### src/rtl/fdr_pkg.sv
`default_nettype none
// ----------------------------------------------------------------------------
// fdr_pkg
// Types, constants and step functions for the dielectric Fresnel pipeline.
// ----------------------------------------------------------------------------
package fdr_pkg;

    localparam int COMPONENT_FRAC_BITS = 14;
    localparam int RESULT_FRAC_BITS    = 16;
    localparam int WORK_FRAC           = 30;
    localparam int ETA_FRAC            = 12;
    localparam int COMP_W              = 16;
    localparam int IOR_W               = 14;
    localparam int RES_W               = 17;

    localparam int CPROD_W   = 2 * COMP_W;
    localparam int DOT_W     = CPROD_W + 2;
    localparam int MAG_W     = DOT_W - 1;
    localparam int COS_SHIFT = WORK_FRAC - 2 * COMPONENT_FRAC_BITS;
    localparam int COS_W     = WORK_FRAC + 1;
    localparam int SQR_W     = 2 * COS_W;
    localparam int RAD_W     = 2 * WORK_FRAC + 1;
    localparam int SQ_STEPS  = (RAD_W + 1) / 2;
    localparam int RADP_W    = 2 * SQ_STEPS;
    localparam int SQ_REM_W  = COS_W + 3;
    localparam int SIN_T_W   = WORK_FRAC;
    localparam int PROD_W    = IOR_W + COS_W;
    localparam int DR_W      = PROD_W - WORK_FRAC;
    localparam int CF_W      = PROD_W - ETA_FRAC;
    localparam int DEN_W     = CF_W + 1;
    localparam int CQ_W      = WORK_FRAC + 1;
    localparam int KR_W      = 2 * CQ_W + 1;
    localparam int KR_SHIFT  = 2 * WORK_FRAC - RESULT_FRAC_BITS + 1;

    localparam logic [IOR_W-1:0] ETA_ONE = IOR_W'(1) << ETA_FRAC;
    localparam logic [COS_W-1:0] ONE_COS = COS_W'(1) << WORK_FRAC;
    localparam logic [RES_W-1:0] ONE_RES = RES_W'(1) << RESULT_FRAC_BITS;

    typedef struct packed {
        logic signed [COMP_W-1:0] wi_x;
        logic signed [COMP_W-1:0] wi_y;
        logic signed [COMP_W-1:0] wi_z;
        logic signed [COMP_W-1:0] normal_x;
        logic signed [COMP_W-1:0] normal_y;
        logic signed [COMP_W-1:0] normal_z;
        logic        [IOR_W-1:0]  ior;
    } item_t;

    typedef struct packed {
        logic [COS_W-1:0] cos_i;
        logic [IOR_W-1:0] eta_i;
        logic [IOR_W-1:0] eta_t;
        logic             tir;
    } side_t;

    typedef struct packed {
        logic [RAD_W-1:0] rad;
        side_t            side;
    } sqrt_in_t;

    typedef struct packed {
        logic [COS_W-1:0] root;
        side_t            side;
    } sqrt_out_t;

    typedef struct packed {
        logic [RES_W-1:0] reflectance;
        logic             total_reflection;
    } result_t;

    typedef struct packed {
        logic [SQ_REM_W-1:0] rem;
        logic [COS_W-1:0]    root;
    } sq_acc_t;

    typedef struct packed {
        logic [DR_W-1:0]      rem;
        logic [WORK_FRAC-1:0] low;
        logic [SIN_T_W-1:0]   q;
    } sdiv_t;

    typedef struct packed {
        logic [DEN_W-1:0] rem;
        logic [DEN_W-1:0] den;
        logic [CQ_W-1:0]  q;
        logic             lb;
        logic             zero;
    } cdiv_t;

    // one digit of a restoring square root
    function automatic sq_acc_t sqrt_step(sq_acc_t a, logic [1:0] pair);
        logic [SQ_REM_W-1:0] sh;
        logic [SQ_REM_W-1:0] trial;
        sq_acc_t             r;
        sh    = {a.rem[SQ_REM_W-3:0], pair};
        trial = {1'b0, a.root, 2'b01};
        if (sh >= trial)
        begin
            r.rem  = sh - trial;
            r.root = {a.root[COS_W-2:0], 1'b1};
        end
        else
        begin
            r.rem  = sh;
            r.root = {a.root[COS_W-2:0], 1'b0};
        end
        return r;
    endfunction

    // one quotient bit of eta_i * sin_i / eta_t
    function automatic sdiv_t sdiv_step(sdiv_t a, logic [IOR_W-1:0] d);
        logic [DR_W:0] sh;
        logic [DR_W:0] dd;
        sdiv_t         r;
        sh    = {a.rem, a.low[WORK_FRAC-1]};
        dd    = (DR_W + 1)'(d);
        r.low = a.low << 1;
        if (sh >= dd)
        begin
            r.rem = DR_W'(sh - dd);
            r.q   = {a.q[SIN_T_W-2:0], 1'b1};
        end
        else
        begin
            r.rem = sh[DR_W-1:0];
            r.q   = {a.q[SIN_T_W-2:0], 1'b0};
        end
        return r;
    endfunction

    // one quotient bit of num * 2^30 / den
    function automatic cdiv_t cdiv_step(cdiv_t a);
        logic [DEN_W:0] sh;
        logic [DEN_W:0] dd;
        cdiv_t          r;
        r  = a;
        sh = {a.rem, a.lb};
        dd = {1'b0, a.den};
        if (sh >= dd)
        begin
            r.rem = DEN_W'(sh - dd);
            r.q   = {a.q[CQ_W-2:0], 1'b1};
        end
        else
        begin
            r.rem = sh[DEN_W-1:0];
            r.q   = {a.q[CQ_W-2:0], 1'b0};
        end
        r.lb = 1'b0;
        return r;
    endfunction

endpackage
`default_nettype wire

### src/rtl/fdr_front.sv
`default_nettype none
// ----------------------------------------------------------------------------
// fdr_front
// Dot product, cosine clamp, index swap and 1 - cos^2 radicand (4 stages).
// ----------------------------------------------------------------------------
module fdr_front (
    input  logic              clk,
    input  logic              rst_n,
    input  logic              adv,
    input  logic              in_valid,
    input  fdr_pkg::item_t    in_data,
    output logic              out_valid,
    output fdr_pkg::sqrt_in_t out_data
);
    import fdr_pkg::*;

    logic [3:0] v_reg;

    logic signed [CPROD_W-1:0] p0_reg;
    logic signed [CPROD_W-1:0] p1_reg;
    logic signed [CPROD_W-1:0] p2_reg;
    logic [IOR_W-1:0]          ior_reg;

    side_t side2_reg;
    side_t side3_reg;
    side_t side4_reg;
    logic [SQR_W-1:0] sq_reg;
    logic [RAD_W-1:0] rad_reg;

    logic signed [DOT_W-1:0] dot;
    logic [MAG_W-1:0]        mag;
    side_t                   side2_next;

    always_comb
    begin
        dot = DOT_W'(p0_reg) + DOT_W'(p1_reg) + DOT_W'(p2_reg);
        mag = dot[DOT_W-1] ? MAG_W'(-dot) : MAG_W'(dot);
        if (mag >= (MAG_W'(1) << (2 * COMPONENT_FRAC_BITS)))
            side2_next.cos_i = ONE_COS;
        else
            side2_next.cos_i = COS_W'(mag) << COS_SHIFT;
        if (!dot[DOT_W-1] && (dot != '0))
        begin
            side2_next.eta_i = ior_reg;
            side2_next.eta_t = ETA_ONE;
        end
        else
        begin
            side2_next.eta_i = ETA_ONE;
            side2_next.eta_t = ior_reg;
        end
        side2_next.tir = 1'b0;
    end

    always_ff @(posedge clk or negedge rst_n)
    begin
        if (!rst_n)
            v_reg <= '0;
        else if (adv)
            v_reg <= {v_reg[2:0], in_valid};
    end

    always_ff @(posedge clk)
    begin
        if (adv)
        begin
            p0_reg    <= in_data.wi_x * in_data.normal_x;
            p1_reg    <= in_data.wi_y * in_data.normal_y;
            p2_reg    <= in_data.wi_z * in_data.normal_z;
            ior_reg   <= in_data.ior;
            side2_reg <= side2_next;
            sq_reg    <= SQR_W'(side2_reg.cos_i) * SQR_W'(side2_reg.cos_i);
            side3_reg <= side2_reg;
            rad_reg   <= RAD_W'((SQR_W'(1) << (2 * WORK_FRAC)) - sq_reg);
            side4_reg <= side3_reg;
        end
    end

    assign out_valid     = v_reg[3];
    assign out_data.rad  = rad_reg;
    assign out_data.side = side4_reg;

endmodule
`default_nettype wire

### config.mk
export PLATFORM = sky130hd
export DESIGN_NAME = fdr_front
export DESIGN_NICKNAME = d
export VERILOG_FILES = /design/src/rtl/fdr_pkg.sv /design/src/rtl/fdr_front.sv
export SDC_FILE = /design/constraint.sdc
export NUM_CORES = 2
export LEC_CHECK = 0
export ABC_AREA = 1
export BUFFER_PORTS_ARGS = -buffer_cell sky130_fd_sc_hd__clkbuf_2
export CAP_MARGIN = 20
export CORE_MARGIN = 4
export CORE_UTILIZATION = 40
export CTS_CLUSTER_DIAMETER = 80
export DETAILED_ROUTE_END_ITERATION = 10
export GPL_ROUTABILITY_DRIVEN = 0
export GPL_TIMING_DRIVEN = 0
export PLACE_DENSITY = 0.57
export SYNTH_ARGS = -nofsm -noshare
export SYNTH_HDL_FRONTEND = slang
export SYNTH_SLANG_ARGS = --single-unit
export TNS_END_PERCENT = 50
### constraint.sdc
create_clock -name clk -period 7.1 [get_ports clk]
set_input_delay 1.42 -clock clk [delete_from_list [all_inputs] [get_ports clk]]
set_output_delay 1.42 -clock clk [all_outputs]
set_load 0.01 [all_outputs]
== After elaboration in Yosys (flattened, before gate mapping) ==
Cells that the tools add are included.

* Register bits: 413
* Input bits: 114
* Output and inout port bits: 122
* Logic and storage cells: 30

* Add/sub/neg operators: 4
* Multiply operators: 4
* Magnitude comparators: 1
* Mux-type cells: 1
* Reductions and logical operators: 3

{| class="wikitable"
|+ Operators with widths
! kind !! number
|-
| $mul 16x16->32 || 3
|-
| $mul 31x31->61 || 1
|-
| $sub 61x61->61 const A || 1
|-
| $add 33x32->34 || 1
|-
| $reduce_bool 34->1 || 1
|-
| $add 32x32->33 || 1
|-
| $ge 33x29->1 const B || 1
|-
| $mux 33 || 1
|-
| $neg 33->33 || 1
|-
| $logic_and 1x1->1 || 1
|-
| $logic_not 1->1 || 1
|}

== Logic depth before layout (Yosys ltp) ==
* Depth in word-level cells: 5
* Gate-level depth with buffers: 35
* Gate-level depth less buffers: 33

== Worst setup path after synthesis ==
OpenSTA, ideal clock, no wires.

* Path kind: reg-to-reg
* Start: reg side2_reg[48] (netlist bit)
* End: reg sq_reg[59] (data pin)
* Library setup time: 0.252 ns
* Arrival: 6.959 ns
* Data required time: 6.848 ns
* Path slack: -0.111 ns
* Stages on the path, launching flop included: 32
* Path buffers: 2
* Clock period less this slack: 7.211 ns
* Cell sequence: edfxtp_1 > clkbuf_1 > buf_1 > nand2_1 > fa_1 > inv_1 > fa_1 > fa_1 > inv_1 > fa_1 > inv_1 > fa_1 > fa_1 > fa_1 > inv_1 > fa_1 > inv_1 > ha_1 > nand2_1 > nor2_1 > inv_1 > nor2_1 > and3_1 > a21oi_1 > o21ai_0 > nand3_1 > nand2_1 > nand2_1 > inv_1 > o21ai_0 > nand3_1 > nand2_1

* Longest elaborated chain between the ends: 1

{| class="wikitable"
|+ RTL lines
! item !! RTL line !! RTL
|-
| from (decl) || fdr_front.sv:24 || <nowiki>side_t side2_reg;</nowiki>
|-
| from (signal assigned) || fdr_front.sv:71 || <nowiki>side2_reg <= side2_next;</nowiki>
|-
| $mul 31x31->61 || fdr_front.sv:72 || <nowiki>sq_reg <= SQR_W'(side2_reg.cos_i) * SQR_W'(side2_reg.cos_i);</nowiki>
|-
| to (signal assigned) || fdr_front.sv:72 ||
|-
| to (decl) || fdr_front.sv:27 || <nowiki>logic [SQR_W-1:0] sq_reg;</nowiki>
|}

No other way between the ends.
A chain may end at the register's enable or synchronous reset.

== Worst setup path after layout ==
* Start: reg side2_reg[45] (netlist bit)
* End: reg sq_reg[59] (data pin)

Same word-level chain as after synthesis.

==> flow_summary.yaml <==
final_layout:
  mostFrequentLayoutCell: "inv_1"
  largest_register_ffs: 57
  drive_gt1_frac: 0.1200
  fillCellCount: 17320
  syn2layout_area_growth_pct: 12.62
  multi_input_area_um2: 52030
  finalNonFillerCells: 10910
  final_nets: 10660
  final_cell_mix: "inv_1 (2,430), nand2_1 (1,637), fa_1 (1,426)"
  ff_latch_area_um2: 11840
setup_path:
  cp.arrival_ns: 7.69
  worstSetupStartpointType: "flop"
  cpPeakStageDelay_ns: 0.58
  crit_required_ns: 7.46
  r2r_cells: 31
  critPathMaxFanout: 10
  worst_setup_path_end_kind: "flop"
  crit_slowest_cell: "fa_2"
  worst-setup-path-type: "reg2reg"
detailed_routing:
  routed_wirelength_mm: 197.8
  drt_iter0_markers: 3377
  via_per_inst: 4.812
  drtAntennaViolNets: 0
  first_pass_iters: 6
  drcViolationCount: 0
  vias: 52510
  wl_per_cell_um: 18.13
clock_tree:
  root_buffer: "clkbuf_16"
  insertion_delay_ns: 0.63
  cts_inserted_buffers: 45
  path_clk_slew_ns: 0.07
  max-clock-path-buffers: 3
  htreeDepth: 2
  cts_tree: "done"
  clock-sinks: 395
global_route:
  antenna_found_initial: 1
  grt_start_max_net_pins: 122
  grt_pass1_vias: 56590
  grt_remaining_overflow: 0
  grt_pass1_wl_mm: 314.2
  grt_use_total: 0.2115
timing:
  rsz0062_at_grt: "yes"
  slew_violations: 0
  setup_slack_ns: -0.2372
  fin_hold_ws_ns: 0.4157
  max_freq_ghz: 0.1363
  period_needed_ns: 7.337
  fin_skew_ns: 0.02718
  tightest_slew_ns: 0.8412
  maxSlewHeadroom: 0.4392
  fin_crit_sh: 1.033
  hold_viol: 0
  setup_violations: 17
  tns_ns: -1.961
floorplanning:
  num_rows: 156
  start_util: 0.4026
  io_pins: 236
  dieArea_um2: 189000
  die_height_um: 434.8
  core_area_um2: 180900
  die_w_um: 434.8
synthesis:
  ys_seq_area_frac: 0.1626
  yosys_warnings: 0
  synthArstFlopShare: 0.01013
  syn_area_per_cell_um2: 8.970
  synth_edf_count: 391
  ys_types: 57
  synthFlopType: "edfxtp_1"
  synth-seq-cells: 395
  postSynthCellCount: 8121
  synth_area_um2: 72850
hold_path:
  holdPathStages: 0
  hp-class: "reg2reg"
placed_design:
  pre_cts_ws_ns: -2.320
  portBuffers: 183
  hpwl_mm: 165.7
  placed_cells: 10680
outcome:
  status: "complete, but fails checks"
  violations: "setup timing"
flow_run:
  max_cap_violations: 0
[final timing paths]
path,to,slack (ns),startpoint
setup / recovery,sq_reg[59],-0.24,side2_reg[45]
hold / removal,out_data[55],0.42,side3_reg[55]
setup reg to reg,sq_reg[59],-0.24,side2_reg[45]
hold reg to reg,out_data[55],0.42,side3_reg[55]
max in group asynchronous,v_reg[0],6.38,rst_n
min in group asynchronous,v_reg[3],0.59,rst_n
[cell type report]
type                            count  share of cell area
Multi-Input combinational cell   4999              0.6341
Sequential cell                   395              0.1443
Buffer                            234             0.02524
Timing Repair Buffer              344             0.02843
Tap cell                         2370             0.03614
Clock inverter                     28            0.003401
Clock buffer                       54             0.01440
Inverter                         2486              0.1139
Antenna cell                        1          0.00003050
[Yosys cell counts (3+ instances only)]
master / number / area [um^2]
o21bai_1: 11 / 82.58
nand3_1: 100 / 500.5
buf_1: 34 / 127.6
nand2_2: 26 / 162.7
fa_1: 1472 / 29470
nor2_4: 3 / 33.78
xnor2_1: 110 / 963.4
nor4b_1: 3 / 26.28
a221oi_1: 3 / 26.28
xor2_1: 154 / 1349
o21ai_0: 86 / 430.4
inv_2: 8 / 30.03
and3_1: 4 / 25.02
and2_1: 4 / 25.02
a21o_1: 17 / 127.6
nand2_1: 1695 / 6362
o211ai_1: 9 / 67.56
nor2_1: 248 / 930.9
nand3_2: 10 / 100.1
nor3_1: 38 / 190.2
a21oi_1: 200 / 1001
inv_1: 2476 / 9294
a31oi_1: 29 / 181.4
a211o_1: 3 / 26.28
buf_4: 10 / 75.07
o21a_1: 11 / 82.58
buf_2: 3 / 15.01
nand4_1: 39 / 244.0
o2111ai_1: 5 / 43.79
edfxtp_1: 391 / 11740
clkbuf_1: 194 / 728.2
buf_6: 6 / 67.56
ha_1: 572 / 7157
o221ai_1: 5 / 43.79
or2_2: 50 / 312.8
nor3_2: 22 / 220.2
a21boi_0: 5 / 37.54
nor4_1: 15 / 93.84
nor2_2: 25 / 156.4
dfrtp_1: 4 / 100.1
[per-stage QoR]
stage	util	cell area, um^2
CTS	0.4479	81040
finish	0.4534	82040
floorplan	-	72890
global placement	0.4243	76770
global route	0.4534	82040
detailed placement	0.4248	76860
[per-layer routing]
metal  up-vias  share of wire  track usage
met5         -              0            0
met4         0          0.043      0.07470
met3       373          0.055      0.02662
met2      1538           0.51       0.3796
met1     26300           0.40       0.2614
li1      24300              -            -
[timing repair]
| item | in CTS | in global routing |
|---|---|---|
| resized for setup | 504 | 352 |
| pin swaps | 85 | 119 |
| setup endpoints to repair | 59 | 57 |
| hold buffers | 0 | 0 |
| setup buffers | 116 | 43 |
| gates cloned | 0 | 1 |
[worst max-delay path: cells and delay by family (launching register included)]
family | cells | cell delay, ns
compound gates | 3 | 0.35
fa+ha+maj | 9 | 4.42
flops | 1 | 0.45
simple gates | 10 | 1.07
buf+inv | 9 | 0.79
[kinds of logic (layout without fill, tap and decap cells)]
group	after synthesis	after routing	synth area share
muxes	2	2	0.0003091
buffers and inverters	2733	3146	0.1420
xor gates and xnor gates	264	264	0.03174
and+or+nand+nor	2289	2289	0.1299
adders and majority gates	2044	2044	0.5028
DFF	395	395	0.1626
AOI/OAI and AO/OA	393	393	0.03066
other	1	8	0.00005148
Power is left out: the tool's default activity adds up to more than one toggle a clock period on the data nets, which glitch-free logic cannot reach.
